`src/rtl/ffpa_ram.sv`:
```
// ----------------------------------------------------------------------------
// ffpa_ram
// Generic simple dual-port RAM, one write and one registered read port.
// ----------------------------------------------------------------------------
module ffpa_ram #(
	parameter int DATA_W = 64,
	parameter int DEPTH  = 64
) (
	input  logic                     clk,
	input  logic                     we,
	input  logic [$clog2(DEPTH)-1:0] waddr,
	input  logic [DATA_W-1:0]        wdata,
	input  logic                     re,
	input  logic [$clog2(DEPTH)-1:0] raddr,
	output logic [DATA_W-1:0]        rdata
);

	logic [DATA_W-1:0] mem [DEPTH];

	always_ff @(posedge clk) begin
		if (we) begin
			mem[waddr] <= wdata;
		end
		if (re) begin
			rdata <= mem[raddr];
		end
	end

endmodule

```
`config.mk`:
```
export PLATFORM = sky130hd
export DESIGN_NAME = ffpa_ram
export DESIGN_NICKNAME = d
export VERILOG_FILES = /design/src/rtl/ffpa_ram.sv
export SDC_FILE = /design/constraint.sdc
export NUM_CORES = 2
export LEC_CHECK = 0
export BUFFER_PORTS_ARGS = -buffer_cell sky130_fd_sc_hd__buf_4
export CORE_ASPECT_RATIO = 1.5
export CORE_MARGIN = 2
export CORE_UTILIZATION = 40
export DETAILED_ROUTE_END_ITERATION = 6
export HOLD_SLACK_MARGIN = 0.05
export PLACE_DENSITY = 0.58
export RECOVER_POWER = 100
export SYNTH_ARGS = -nofsm -noshare
export SYNTH_HDL_FRONTEND = slang
export SYNTH_SLANG_ARGS = --single-unit
```
`constraint.sdc`:
```
create_clock -name clk -period 12.8 [get_ports clk]
set_input_delay 1.28 -clock clk [delete_from_list [all_inputs] [get_ports clk]]
set_output_delay 1.28 -clock clk [all_outputs]
set_load 0.02 [all_outputs]
```
==> out/qor.yml <==
place:
  dp_cells: 11800
  dp_hpwl_mm: 238
  port_buffers: 142
  gp_congestion: 0.783
setup_path:
  crit_path_frequent_cell: "clkbuf_1"
  crit_arrival_ps: 9290
  crit_chain: "clkbuf_1, nand4_1, nor2_1, clkbuf_1, clkbuf_1"
  crit_fanout: 31
  reg2reg_slack_ps: 10390
  r2r_start: "mem[12][26]$_DFFE_PP_"
  cp_slowest_cell: "clkbuf_1"
  critPathCaptureType: "register"
  reg2reg_depth: 5
  criticalPathCategory: "in -> reg"
  r2r_end: "rdata[26]$_DFFE_PP_"
  critPathRequiredTime_ps: 13230
  max_stage_delay_ps: 2850
  start_kind: "primary input"
routing:
  ant_nets: 0
  route.vias.total: 74800
  viasPerCell: 5.98
  routed_wl_mm: 449
  drt_iter0_drc: 8705
  first_pass_iters: 5
  drc_errors: 0
  wire_per_inst_um: 35.9
logic_synthesis:
  yosysTopAreaCellShare_pct: 79.6
  synth.avg_cell_area_um2: 23.8
  yosys-top-cells-area: "edfxtp_1, mux4_2, mux2i_1"
  synth_top_area_cell: "edfxtp_1"
  synth.distinct_cells: 32
  synthCells: 6598
  ys_seq_area_share_pct: 79.6
  synth.net_count: 6677
  ys_ff_latch: 4160
  yosysWarnings: 0
  synth_area_mm2: 0.157
cts:
  cts_sinks: 4160
  cts_root_buf: "clkbuf_16"
  htree_levels: 5
  cts_hold_buf: 0
  clk_transition_reported_paths_ps: 70
  postCtsSetupBuffers: 0
  cts_tree: "built"
  clkLatencyLatePin_ps: 940
  cts_buffer_depth: 4
  cts-buffers-inserted: 375
  cts.repair.resized: 0
floorplan:
  initial_core_util_pct: 40.2
  die_w_um: 516
  core_area_mm2: 0.391
  pin_count: 143
  floorplan.rows: 281
  fp.dieArea_mm2: 0.398
  dieHeight_um: 771
sta:
  finClkSkew_ps: 51.4
  rsz0062_at_grt: "false"
  period_share_pct: 69.3
  tightestPinTransition_ps: 7430
  timing.setup.tns_ps: 0
  fin_crit_ps: 8860
  maxSlewHeadroom_pct: -395
  maxSlewViolCount: 8722
  hold_violations: 0
  setup_viol: 0
  fmax_mhz: 113
hold_path:
  hold_depth: 4
  hp-start: "mem[52][10]$_DFFE_PP_"
  hold_end: "rdata[10]$_DFFE_PP_"
  hold_path.class: "reg -> reg"
grt:
  grt_max_degree: 128
  grt_use_total_pct: 22.4
  grt_antenna_before_repair: 27
  globalRouteOverflowTotal: 0
  grt_pass1_vias: 76600
  grt_pass1_wl_mm: 619
layout:
  drive_gt1_share_pct: 23.2
  fin_cells: 12500
  nNetsFinal: 7029
  final_cell_mix: "edfxtp_1, mux4_2, clkbuf_16"
  layout_commonest_cell: "edfxtp_1"
  areaGrowthSynthToFinish_pct: 12.0
outcome:
  status: "complete, but fails checks"
  violations: "capacitance limit, slew limit"
pwr:
  power.density_mw_per_mm2: 158
  leakagePower_nw: 53.3
  vdd_drop_max_mv: 0.143
job:
  drv_cap: 243
critical path, delay by kind of cell:
| family | cells | cell delay, ps |
|---|---|---|
| and+or+nand+nor | 2 | 2960 |
| buffers and inverters | 3 | 4890 |
per-stage QoR:
stage               util [%]  hold WS, ps  power (mW)  area [um2]  setup WS (ps)
finish                  45.0          906        27.8      176000           3940
global route            45.0          945        28.5      176000           3970
CTS                     45.4          786        28.0      177000           7880
detailed placement      42.3          901        16.8      165000           6880
global placement        42.3          895        16.7      165000           6860
floorplan                  -          865        16.2      157000           6080
worst max path at each step:
stage              from                   end  slack [ps]  depth (start not counted)
2_1_floorplan  waddr[3]  mem[48][0]$_DFFE_PP_        6080                          4
3_3_place_gp   raddr[0]   rdata[17]$_DFFE_PP_        6860                          8
3_5_place_dp   raddr[2]   rdata[20]$_DFFE_PP_        6880                          9
4_1_cts        raddr[2]   rdata[20]$_DFFE_PP_        7880                          9
5_1_grt              we  mem[40][3]$_DFFE_PP_        3970                          6
6_report       waddr[1]  mem[47][3]$_DFFE_PP_        3940                          5
per-layer routing:
layer	global-route usage, %	vias to the layer above	routed length, um
li1	-	29200	-
met1	28.7	41700	168000
met2	39.0	3145	233000
met3	2.88	734	29700
met4	8.01	6	18700
met5	0	-	38
logic make-up (layout without fill, tap and decap cells):
kind of cell | count (synthesis) | after routing | synth area share, %
AOI/OAI and AO/OA | 504 | 504 | 2.47
DFF | 4160 | 4160 | 79.6
muxes | 1159 | 1159 | 15.6
other | 0 | 17 | 0
and+or+nand+nor | 386 | 386 | 1.23
buffers and inverters | 389 | 1046 | 1.18
synth_stat cells:
master / instances
and3_1: 64
buf_1: 20
and2_1: 3
nand4_1: 2
a2bb2oi_1: 19
o22ai_1: 83
a31oi_1: 18
mux4_2: 1024
nor2b_1: 28
inv_1: 19
nand3_1: 45
a22oi_1: 168
edfxtp_1: 4160
nor2_1: 112
nor3_1: 2
mux2i_1: 135
a22o_1: 88
nand3b_1: 2
or3b_2: 1
or3_1: 29
nand4b_1: 1
clkbuf_1: 140
or2_2: 28
buf_6: 6
a211oi_1: 63
nand2_1: 58
a41oi_1: 26
buf_4: 34
buf_2: 170
a31o_1: 1
nand2b_1: 11
o221ai_1: 38
cell type report:
| type | count | area (um2) |
|---|---|---|
| fill | 32600 | 215000 |
| inverter | 19 | 71.3 |
| multi-input combinational | 2049 | 30400 |
| tap | 5235 | 6550 |
| antenna | 17 | 42.5 |
| timing repair buffer | 345 | 1750 |
| clock inverter | 232 | 2270 |
| clock buffer | 450 | 9810 |
| sequential | 4160 | 125000 |
flip-flops by register name, summed over array words and instances (netlist names):
register	cells
rdata	64
mem	4096
power breakdown:
group	leakage, nW	switching [mW]	internal [mW]
logic	9.94	0.819	0.449
registers	37.5	0.0490	15.1
clock network	5.89	5.03	6.28
Note: power is estimated with default switching activity, not from simulation.
