**config.mk**
```make
export PLATFORM = sky130hd
export DESIGN_NAME = ffpa_scan
export DESIGN_NICKNAME = d
export VERILOG_FILES = /design/src/rtl/ffpa_pkg.sv /design/src/rtl/ffpa_scan.sv
export SDC_FILE = /design/constraint.sdc
export NUM_CORES = 2
export LEC_CHECK = 0
export BUFFER_PORTS_ARGS = -buffer_cell sky130_fd_sc_hd__buf_2
export CAP_MARGIN = 30
export CORE_MARGIN = 2
export CORE_UTILIZATION = 35
export DETAILED_ROUTE_END_ITERATION = 6
export PLACE_DENSITY_LB_ADDON = 0.2
export SLEW_MARGIN = 0
export SYNTH_ARGS = -nofsm -noshare
export SYNTH_HDL_FRONTEND = slang
export SYNTH_SLANG_ARGS = --single-unit
```
**constraint.sdc**
```tcl
create_clock -name vclk -period 8.55
set_input_delay 1.2825 -clock vclk [all_inputs]
set_output_delay 1.2825 -clock vclk [all_outputs]
set_load 0.01 [all_outputs]
```
**src/rtl/ffpa_pkg.sv**
```systemverilog
// ----------------------------------------------------------------------------
// ffpa_pkg
// Shared sizes, codes, word types and map helpers for the page allocator.
// ----------------------------------------------------------------------------
package ffpa_pkg;

	localparam int PAGES          = 4096;
	localparam int RESERVED_PAGES = 256;
	localparam int RESV_EFF       = (RESERVED_PAGES > PAGES) ? PAGES : RESERVED_PAGES;

	localparam int PAGE_W = $clog2(PAGES);
	localparam int CNT_W  = PAGE_W + 1;
	localparam int WORD_W = 64;
	localparam int BIT_W  = $clog2(WORD_W);
	localparam int WORDS  = PAGES / WORD_W;
	localparam int ADDR_W = $clog2(WORDS);

	localparam logic [1:0] KIND_ALLOC   = 2'd0;
	localparam logic [1:0] KIND_FREE    = 2'd1;
	localparam logic [1:0] KIND_RESERVE = 2'd2;

	typedef enum logic [1:0] {
		ST_OK      = 2'd0,
		ST_NOSPACE = 2'd1,
		ST_BADPAR  = 2'd2
	} status_t;

	typedef enum logic [2:0] {
		S_INIT,
		S_IDLE,
		S_SCAN,
		S_MARK,
		S_DONE
	} fsm_t;

	typedef struct packed {
		logic [1:0]        kind;
		logic [CNT_W-1:0]  page_count;
		logic [PAGE_W-1:0] page_index;
	} req_t;

	typedef struct packed {
		status_t           status;
		logic [PAGE_W-1:0] start_page;
		logic [CNT_W-1:0]  free_pages;
	} rsp_t;

	typedef struct packed {
		logic             hit;
		logic [BIT_W-1:0] bit_pos;
		logic [CNT_W-1:0] run_out;
	} scan_res_t;

	typedef struct packed {
		logic [ADDR_W-1:0] addr;
		logic [PAGE_W-1:0] lo;
		logic [PAGE_W-1:0] hi;
		logic              set;
	} mark_ctl_t;

	typedef struct packed {
		logic [WORD_W-1:0] word;
		logic [BIT_W:0]    changed;
	} mark_res_t;

	// map word after reset: pages below the reserved count are used
	function automatic logic [WORD_W-1:0] init_word(input logic [ADDR_W-1:0] addr);
		logic [WORD_W-1:0] w;
		for (int b = 0; b < WORD_W; b++) begin
			w[b] = CNT_W'({addr, BIT_W'(b)}) < CNT_W'(RESV_EFF);
		end
		return w;
	endfunction

endpackage

```
**src/rtl/ffpa_scan.sv**
```systemverilog
// ----------------------------------------------------------------------------
// ffpa_scan
// First-fit search over one map word: free run length at each bit, carried
// in from lower words, and the lowest bit where the run reaches the count.
// ----------------------------------------------------------------------------
module ffpa_scan (
	input  logic [ffpa_pkg::WORD_W-1:0] used,
	input  logic [ffpa_pkg::CNT_W-1:0]  carry,
	input  logic [ffpa_pkg::CNT_W-1:0]  count,
	output ffpa_pkg::scan_res_t         res
);
	import ffpa_pkg::*;

	// {valid, position} of the nearest used bit at or below each bit
	logic [BIT_W:0]    lu [BIT_W+1][WORD_W];
	logic [CNT_W-1:0]  run [WORD_W];
	logic [WORD_W-1:0] hit;

	always_comb begin
		for (int b = 0; b < WORD_W; b++) begin
			lu[0][b] = used[b] ? {1'b1, BIT_W'(b)} : '0;
		end
		for (int s = 0; s < BIT_W; s++) begin
			for (int b = 0; b < WORD_W; b++) begin
				if (b >= (1 << s) && !lu[s][b][BIT_W]) begin
					lu[s+1][b] = lu[s][b - (1 << s)];
				end else begin
					lu[s+1][b] = lu[s][b];
				end
			end
		end
		for (int b = 0; b < WORD_W; b++) begin
			if (lu[BIT_W][b][BIT_W]) begin
				run[b] = CNT_W'(BIT_W'(b) - lu[BIT_W][b][BIT_W-1:0]);
			end else begin
				run[b] = carry + CNT_W'(b + 1);
			end
			hit[b] = run[b] >= count;
		end
		res.hit     = |hit;
		res.bit_pos = '0;
		for (int b = WORD_W - 1; b >= 0; b--) begin
			if (hit[b]) begin
				res.bit_pos = BIT_W'(b);
			end
		end
		res.run_out = run[WORD_W-1];
	end

endmodule

```
==> results.md <==
* Yosys warns at 0
* Ports at 110
* Post-route minimum period at 8470 ps
* Vias at 56.2k
* Starting Density at 0.352
* Syn avg cell area at 6.70 µm²
* Rows at 124
* GRT overflow at 0
* Post-CTS Hold Buffers at 0
* Die height at 343 µm
* Mapped Area at 40,100 µm²
* Fill cells at 12.3k
* Core Box Area at 114,000 µm²
* Hold Path Class: input pin to output pin
* Synth-to-Final Area Change at 26.8%
* Setup Viol. Count Final at 0
* Slew Viols, Final at 0
* Share of cells above drive strength 1 at 0.213
* Final hold viol count at 0
* Ranking of synthesized cells by area: ha_1, a21oi_1, nor2_1, xnor2_1, o21ai_0
* Initial antenna violation count at 36
* Register area share after synthesis at 0
* Worst Path Max Fanout at 10
* Gpl congestion at 1.13
* FFs & Latches at 0
* Number of global-route vias before repair at 52.2k
* Worst setup SP type: input pin
* Number of buffers added on ports at 110
* Worst path required time at 7270 ps
* Cells after synthesis at 5,991
* Mapped Nets at 6,995
* DRC Markers at 0
* Yosys cell types at 106
* Nets at 7,935
* Max Cap Viol at 0
* Final Cycle Share at 0.991
* Via-to-Cell Ratio at 6.64
* Final ANT Viol Nets at 0
* Run status: completed
* Setup TNS at 0 ps
* DRT Pass-1 Iters at 7
* Clk_buf instances at 0
* Die ar. at 117,000 µm²
* First-pass GRT wire length at 421,000 µm
* Avg WL per Cell at 37.2 µm
* Slew @ Worst Pin at 1170 ps
* Synth area leader: ha_1
* Total Wirelength at 315,000 µm
* Die Width at 343 µm
* WS Path Type: input pin to output pin
* Critical Path AT at 7190 ps
* Worst setup EP type: output pin
* Final HPWL DP at 254,000 µm
* Area fraction of the dominant cell type after synthesis at 0.285
* Worst slew margin at 0.217
* Initial drt markers at 8,712
* Storage element area at 0 µm²
* Fmax at 118 MHz
* Total GRT Usage at 0.513
* Largest net degree at the start of global routing at 68
==> critical path, cell delays in order <==
cell,delay [ps]
buf_2,140
buf_12,150
or3_1,410
or3_1,400
nor2_1,240
buf_4,320
and3_1,330
buf_4,290
a21oi_1,180
o31a_1,170
a31oi_1,180
ha_1,280
nand3_1,120
a21oi_1,50
a2111oi_0,390
o21ai_0,170
a211o_1,300
a211oi_1,390
nand2_1,240
nor4b_1,450
o211a_1,400
o32ai_1,130
buf_2,150
==> layer usage <==
metal / global-route usage / share of wire
met1: 0.664 / 0.39
met2: 0.728 / 0.39
met3: 0.136 / 0.12
met4: 0.367 / 0.090
met5: 0 / 0.00051
==> kinds of logic (layout without fill, tap and decap cells) <==
group / count (synthesis) / in the layout / share of synthesized area
AND/OR/NAND/NOR: 2222 / 2222 / 0.265
AO/OA/AOI/OAI: 1828 / 1828 / 0.277
buffers and inverters: 434 / 1372 / 0.0420
other: 0 / 28 / 0
XOR/XNOR: 540 / 540 / 0.118
multiplexers: 53 / 53 / 0.0138
adder cells (fa/ha/maj): 914 / 914 / 0.285
==> timing repair <==
| action | 4_1_cts | 5_1_grt |
|---|---|---|
| setup buffers | 1 | 9 |
| endpoints found under the setup margin | 6 | 7 |
| resized for setup | 17 | 89 |
| endpoints found under the hold margin | 0 | 0 |
| pin swaps | 2 | 21 |
| gates cloned | 0 | 0 |
==> layout by cell type, fill, tap and decap left out, drive strengths merged, types with 20 or more instances in the layout <==
| cell type | Yosys | final |
|---|---|---|
| diode | 0 | 28 |
| nor4 | 62 | 62 |
| a22oi | 20 | 20 |
| nand2b | 46 | 46 |
| nor3 | 125 | 125 |
| inv | 139 | 139 |
| o31ai | 41 | 41 |
| mux2i | 34 | 34 |
| nand3 | 160 | 160 |
| o22ai | 32 | 32 |
| a2111oi | 23 | 23 |
| nand4 | 112 | 112 |
| o21a | 53 | 53 |
| and3 | 35 | 35 |
| or2 | 49 | 49 |
| nor2b | 101 | 101 |
| or4 | 30 | 30 |
| a211oi | 75 | 75 |
| a21o | 75 | 75 |
| a211o | 21 | 21 |
| o211ai | 38 | 38 |
| and2 | 32 | 32 |
| o21ai | 469 | 469 |
| or3 | 65 | 65 |
| nand2 | 546 | 546 |
| buf | 65 | 1229 |
| o221ai | 20 | 20 |
| xor2 | 228 | 228 |
| a31oi | 73 | 73 |
| xnor2 | 312 | 312 |
| nor2 | 809 | 809 |
| a21oi | 713 | 713 |
| ha | 914 | 914 |
==> synth_stat cells, types with 21 or more instances <==
cell type / n
a2111oi_0: 23
a211o_1: 21
a211oi_1: 73
a21o_1: 75
a21oi_1: 703
a31oi_1: 71
and2_1: 29
and3_1: 34
buf_1: 33
buf_2: 27
clkbuf_1: 227
ha_1: 914
inv_1: 137
mux2i_1: 34
nand2_1: 546
nand2b_1: 46
nand3_1: 158
nand4_1: 112
nor2_1: 796
nor2b_1: 101
nor3_1: 115
nor4_1: 44
o211ai_1: 38
o21a_1: 52
o21ai_0: 448
o22ai_1: 31
o31ai_1: 41
or2_2: 42
or3_1: 64
or4_1: 29
xnor2_1: 312
xor2_1: 228
==> area by class of cell <==
cell class | instances | area (µm²) | area share
timing repair buffer | 1230 | 9430 | 0.185
inverter | 142 | 563 | 0.0111
multi-input combinational | 5557 | 38900 | 0.765
antenna | 28 | 70.1 | 0.00138
tap | 1512 | 1890 | 0.0372
==> worst paths after layout <==
kind	start	endpoint	slack [ps]	cells past startpoint
min	used[63]	res[2]	3080	3
max	used[5]	res[14]	80	23
==> stage by stage <==
step | setup slack, ps | utilization | instance area, µm² | hold WS, ps | instances
after floorplan | 1050 | - | 40100 | 2680 | 5991
after global placement | -685 | 0.441 | 50300 | 3050 | 8426
after detailed placement | -404 | 0.441 | 50300 | 3050 | 8429
after CTS | 5.93 | 0.442 | 50400 | 3060 | 8430
after global routing | -22.7 | 0.446 | 50800 | 3070 | 8444
final | 80.7 | 0.446 | 50900 | 3080 | 8469
