## src/rtl/ffpa_pkg.sv

```systemverilog
// ----------------------------------------------------------------------------
// ffpa_pkg
// Shared sizes, codes, word types and map helpers for the page allocator.
// ----------------------------------------------------------------------------
package ffpa_pkg;

	localparam int PAGES          = 4096;
	localparam int RESERVED_PAGES = 256;
	localparam int RESV_EFF       = (RESERVED_PAGES > PAGES) ? PAGES : RESERVED_PAGES;

	localparam int PAGE_W = $clog2(PAGES);
	localparam int CNT_W  = PAGE_W + 1;
	localparam int WORD_W = 64;
	localparam int BIT_W  = $clog2(WORD_W);
	localparam int WORDS  = PAGES / WORD_W;
	localparam int ADDR_W = $clog2(WORDS);

	localparam logic [1:0] KIND_ALLOC   = 2'd0;
	localparam logic [1:0] KIND_FREE    = 2'd1;
	localparam logic [1:0] KIND_RESERVE = 2'd2;

	typedef enum logic [1:0] {
		ST_OK      = 2'd0,
		ST_NOSPACE = 2'd1,
		ST_BADPAR  = 2'd2
	} status_t;

	typedef enum logic [2:0] {
		S_INIT,
		S_IDLE,
		S_SCAN,
		S_MARK,
		S_DONE
	} fsm_t;

	typedef struct packed {
		logic [1:0]        kind;
		logic [CNT_W-1:0]  page_count;
		logic [PAGE_W-1:0] page_index;
	} req_t;

	typedef struct packed {
		status_t           status;
		logic [PAGE_W-1:0] start_page;
		logic [CNT_W-1:0]  free_pages;
	} rsp_t;

	typedef struct packed {
		logic             hit;
		logic [BIT_W-1:0] bit_pos;
		logic [CNT_W-1:0] run_out;
	} scan_res_t;

	typedef struct packed {
		logic [ADDR_W-1:0] addr;
		logic [PAGE_W-1:0] lo;
		logic [PAGE_W-1:0] hi;
		logic              set;
	} mark_ctl_t;

	typedef struct packed {
		logic [WORD_W-1:0] word;
		logic [BIT_W:0]    changed;
	} mark_res_t;

	// map word after reset: pages below the reserved count are used
	function automatic logic [WORD_W-1:0] init_word(input logic [ADDR_W-1:0] addr);
		logic [WORD_W-1:0] w;
		for (int b = 0; b < WORD_W; b++) begin
			w[b] = CNT_W'({addr, BIT_W'(b)}) < CNT_W'(RESV_EFF);
		end
		return w;
	endfunction

endpackage

```

## src/rtl/ffpa_mark.sv

```systemverilog
// ----------------------------------------------------------------------------
// ffpa_mark
// Word update for a run mark: builds the run mask for one map word, sets or
// clears it and counts the marks that actually change.
// ----------------------------------------------------------------------------
module ffpa_mark (
	input  logic [ffpa_pkg::WORD_W-1:0] old_word,
	input  ffpa_pkg::mark_ctl_t         ctl,
	output ffpa_pkg::mark_res_t         res
);
	import ffpa_pkg::*;

	logic [BIT_W-1:0]  lo_bit;
	logic [BIT_W-1:0]  hi_bit;
	logic [WORD_W-1:0] mask;
	logic [WORD_W-1:0] flip;

	always_comb begin
		lo_bit = (ctl.addr == ctl.lo[PAGE_W-1:BIT_W]) ? ctl.lo[BIT_W-1:0] : '0;
		hi_bit = (ctl.addr == ctl.hi[PAGE_W-1:BIT_W]) ? ctl.hi[BIT_W-1:0] : '1;
		mask   = ({WORD_W{1'b1}} << lo_bit) &
			({WORD_W{1'b1}} >> (BIT_W'(WORD_W - 1) - hi_bit));
		flip   = ctl.set ? (~old_word & mask) : (old_word & mask);
		res.word    = old_word ^ flip;
		res.changed = (BIT_W + 1)'($countones(flip));
	end

endmodule
```

## config.mk

```make
export PLATFORM = sky130hd
export DESIGN_NAME = ffpa_mark
export DESIGN_NICKNAME = d
export VERILOG_FILES = /design/src/rtl/ffpa_pkg.sv /design/src/rtl/ffpa_mark.sv
export SDC_FILE = /design/constraint.sdc
export NUM_CORES = 1
export LEC_CHECK = 0
export BUFFER_PORTS_ARGS = -buffer_cell sky130_fd_sc_hd__buf_2
export CAP_MARGIN = 20
export CORE_MARGIN = 8
export CORE_UTILIZATION = 40
export DETAILED_ROUTE_END_ITERATION = 8
export PLACE_DENSITY_LB_ADDON = 0.2
export REMOVE_ABC_BUFFERS = 1
export SYNTH_ARGS = -nofsm -noshare
export SYNTH_HDL_FRONTEND = slang
export SYNTH_SLANG_ARGS = --single-unit
export TNS_END_PERCENT = 100
```

## constraint.sdc

```tcl
create_clock -name vclk -period 6.58
set_input_delay 0.329 -clock vclk [all_inputs]
set_output_delay 0.329 -clock vclk [all_outputs]
set_load 0.02 [all_outputs]
```

==> metrics.txt <==
# TYPE chip_impl_metric gauge
chip_impl_metric{name="layout.filler_cells",unit=""} 1067
chip_impl_info{name="slowest_stage",value="sky130_fd_sc_hd__fa_2"} 1
chip_impl_info{name="hold_path_startpoint",value="old_word[57]"} 1
chip_impl_info{name="violations",value="negative setup slack"} 1
chip_impl_metric{name="crit_required",unit="ns"} 6.25
chip_impl_metric{name="finalWeightedCongestion",unit=""} 0.978
chip_impl_metric{name="die_h",unit="um"} 126
chip_impl_info{name="start_kind",value="input port"} 1
chip_impl_metric{name="vias_post_dr",unit=""} 5559
chip_impl_metric{name="max_stage_delay",unit="ns"} 0.61
chip_impl_metric{name="antenna_found_initial",unit=""} 0
chip_impl_metric{name="max-cap-violations",unit=""} 0
chip_impl_info{name="grt_setup_unrepaired",value="yes"} 1
chip_impl_metric{name="sequential_cell_total",unit=""} 0
chip_impl_metric{name="whs",unit="ns"} 1.02
chip_impl_metric{name="setup_viol",unit=""} 7
chip_impl_metric{name="syn-instance-count",unit=""} 610
chip_impl_metric{name="grt_first_pass_wirelength",unit="mm"} 32.5
chip_impl_metric{name="layout.clock_buffers",unit=""} 0
chip_impl_metric{name="hold_vio_cnt_final",unit=""} 0
chip_impl_info{name="outcome",value="finished with violations"} 1
chip_impl_metric{name="yosys_warnings",unit=""} 0
chip_impl_metric{name="initial_utilization",unit=""} 0.407
chip_impl_metric{name="layout-drive-gt1-share",unit=""} 0.525
chip_impl_metric{name="timing.slew.headroom",unit=""} 0.737
chip_impl_metric{name="detail_route.drc_violations",unit=""} 0
chip_impl_metric{name="io_buffer_count",unit=""} 166
chip_impl_info{name="post_synth_most_frequent_cells",value="sky130_fd_sc_hd__xor2_1, sky130_fd_sc_hd__mux2_2, sky130_fd_sc_hd__nor2_1"} 1
chip_impl_metric{name="synthesis.area",unit="um^2"} 4860
chip_impl_metric{name="layout_worst_path_cycle_share",unit=""} 1.13
chip_impl_metric{name="timing.fmax",unit="MHz"} 134
chip_impl_info{name="cell_type_with_the_highest_aggregate_area_in_the_netlist",value="sky130_fd_sc_hd__fa_1"} 1
chip_impl_metric{name="place.detailed.hpwl",unit="mm"} 17.8
chip_impl_metric{name="final_net_count",unit=""} 1083
chip_impl_metric{name="flow.area_growth_from_synthesis",unit="%"} 54.1
chip_impl_metric{name="avg_cell_area_syn",unit="um^2"} 7.97
chip_impl_metric{name="ios",unit=""} 166
chip_impl_metric{name="wl_per_cell",unit="um"} 19.5
chip_impl_metric{name="routed_via_density",unit=""} 5.22
chip_impl_metric{name="cts.hold.buffers_added",unit=""} 0
chip_impl_metric{name="std_cell_rows",unit=""} 40
chip_impl_metric{name="hold-path-cell-count",unit=""} 3
chip_impl_info{name="synth_top_cells_by_area",value="sky130_fd_sc_hd__fa_1, sky130_fd_sc_hd__mux2_2, sky130_fd_sc_hd__xor2_1, sky130_fd_sc_hd__nor2_1, sky130_fd_sc_hd__inv_1"} 1
chip_impl_metric{name="route.antenna.remaining_nets",unit=""} 0
chip_impl_metric{name="finalCriticalPeriod",unit="ns"} 7.45
chip_impl_info{name="worstSetupPathType",value="input port to output pin"} 1
chip_impl_metric{name="synth_seq_area_share",unit=""} 0
chip_impl_info{name="timing.critical_path.to_type",value="output pin"} 1
chip_impl_metric{name="pin_count_of_the_biggest_net_entering_global_routing",unit=""} 36
chip_impl_metric{name="yosys.area.top_type_share",unit=""} 0.222
chip_impl_info{name="cpMostUsedCell",value="sky130_fd_sc_hd__fa_1"} 1
chip_impl_metric{name="drt-total-wl",unit="mm"} 20.7
chip_impl_metric{name="synth.distinct_cells",unit=""} 53
chip_impl_metric{name="first_global_vias",unit=""} 6056
chip_impl_metric{name="cp_data_arrival_time",unit="ns"} 7.13
chip_impl_info{name="worst_hold_path_type",value="input port to output pin"} 1
chip_impl_metric{name="die-area",unit="um^2"} 15900
chip_impl_metric{name="global_route.overflow_total",unit=""} 0
chip_impl_metric{name="chipWidth",unit="um"} 126
chip_impl_metric{name="ff_latch_area",unit="um^2"} 0
chip_impl_metric{name="drt_first_pass_iters",unit=""} 5
chip_impl_metric{name="num_antenna_cells",unit=""} 0
chip_impl_metric{name="worst_path_max_fanout",unit=""} 6
chip_impl_metric{name="dr.first_iter.drc_count",unit=""} 440
chip_impl_info{name="holdPathEnd",value="res[64]"} 1
chip_impl_metric{name="slew_viol_final",unit=""} 0
chip_impl_metric{name="fp.coreArea",unit="um^2"} 12000
chip_impl_metric{name="tightest_slew",unit="ns"} 0.393
chip_impl_metric{name="global_route.usage.total",unit=""} 0.254
chip_impl_metric{name="setup_slack",unit="ns"} -0.874
chip_impl_info{name="synth_most_common_cell",value="sky130_fd_sc_hd__xor2_1"} 1
-- layer usage --
layer  vias up  track usage  routed length [um]
li1       2667            -                   -
met4         0       0.0708                 665
met1      2653        0.321                9040
met2       204        0.447                9940
met3        35       0.0291                1060
met5         -            0                   0
-- kinds of logic after synthesis --
logic type	after synthesis	share of synthesized area
buf+inv	98	0.0841
xor+xnor	80	0.144
compound gates	109	0.160
fa+ha+maj	69	0.261
mux	64	0.149
simple gates	190	0.202
-- through the flow --
stage / cells / worst slack (ns) / TNS (ns) / util / cell area (um^2)
after detailed placement: 1055 / -1.18 / -5.93 / 0.589 / 7050
after global routing: 1064 / -1.10 / -5.86 / 0.626 / 7490
after floorplan: 565 / -1.26 / -6.33 / - / 4650
final: 1064 / -0.874 / -4.40 / 0.626 / 7490
after CTS: 1057 / -0.901 / -4.42 / 0.613 / 7330
after global placement: 1055 / -1.15 / -5.70 / 0.589 / 7050
-- what timing repair did --
item | in CTS | in global routing
endpoints found under the setup margin | 7 | 7
buffers inserted | 3 | 6
hold endpoints to repair | 0 | 0
pin swaps | 27 | 11
resized for setup | 63 | 18
cloned | 0 | 1
-- critical path, delay by kind of cell --
family / cells / cell delay, ns
AO/OA/AOI/OAI: 5 / 0.58
AND/OR/NAND/NOR: 3 / 0.50
buffers and inverters: 8 / 0.88
XOR/XNOR: 1 / 0.18
adder cells (fa/ha/maj): 10 / 4.63
-- worst max-delay path by stage --
| stage | startpoint | endpoint | cells after the start | slack (ns) |
|---|---|---|---|---|
| 3_5_place_dp | ctl[26] | res[6] | 29 | -1.18 |
| 3_3_place_gp | ctl[26] | res[6] | 29 | -1.15 |
| 4_1_cts | ctl[28] | res[6] | 27 | -0.90 |
| 5_1_grt | ctl[10] | res[5] | 25 | -1.10 |
| 2_1_floorplan | ctl[7] | res[6] | 25 | -1.26 |
| 6_report | ctl[10] | res[6] | 27 | -0.87 |
-- area by class of cell --
cell class | instances | area (um^2) | area share
multi-input combinational | 512 | 4760 | 0.635
tap | 147 | 184 | 0.0245
inverter | 53 | 199 | 0.0266
timing repair buffer | 352 | 2350 | 0.314
-- cell usage in the layout, fill, tap and decap left out, drive strengths merged, types with 4 or more instances in the layout --
cell type  count
xnor2         20
nand3         11
nor2          59
and2          15
a22oi          6
o21bai         4
fa            54
xor2          60
o2bb2ai        5
inv           53
o21a           6
nand2b        31
mux2          64
o211ai         5
ha            15
buf          351
o22ai         25
and3           6
nor2b          6
a21oi         22
nand2         41
or3            4
or2            7
nand4          6
a32oi          6
o22a           4
o21ai         13
Power is not shown: default switching activity piles up to over one toggle a cycle in this logic, so the estimate is an artifact.
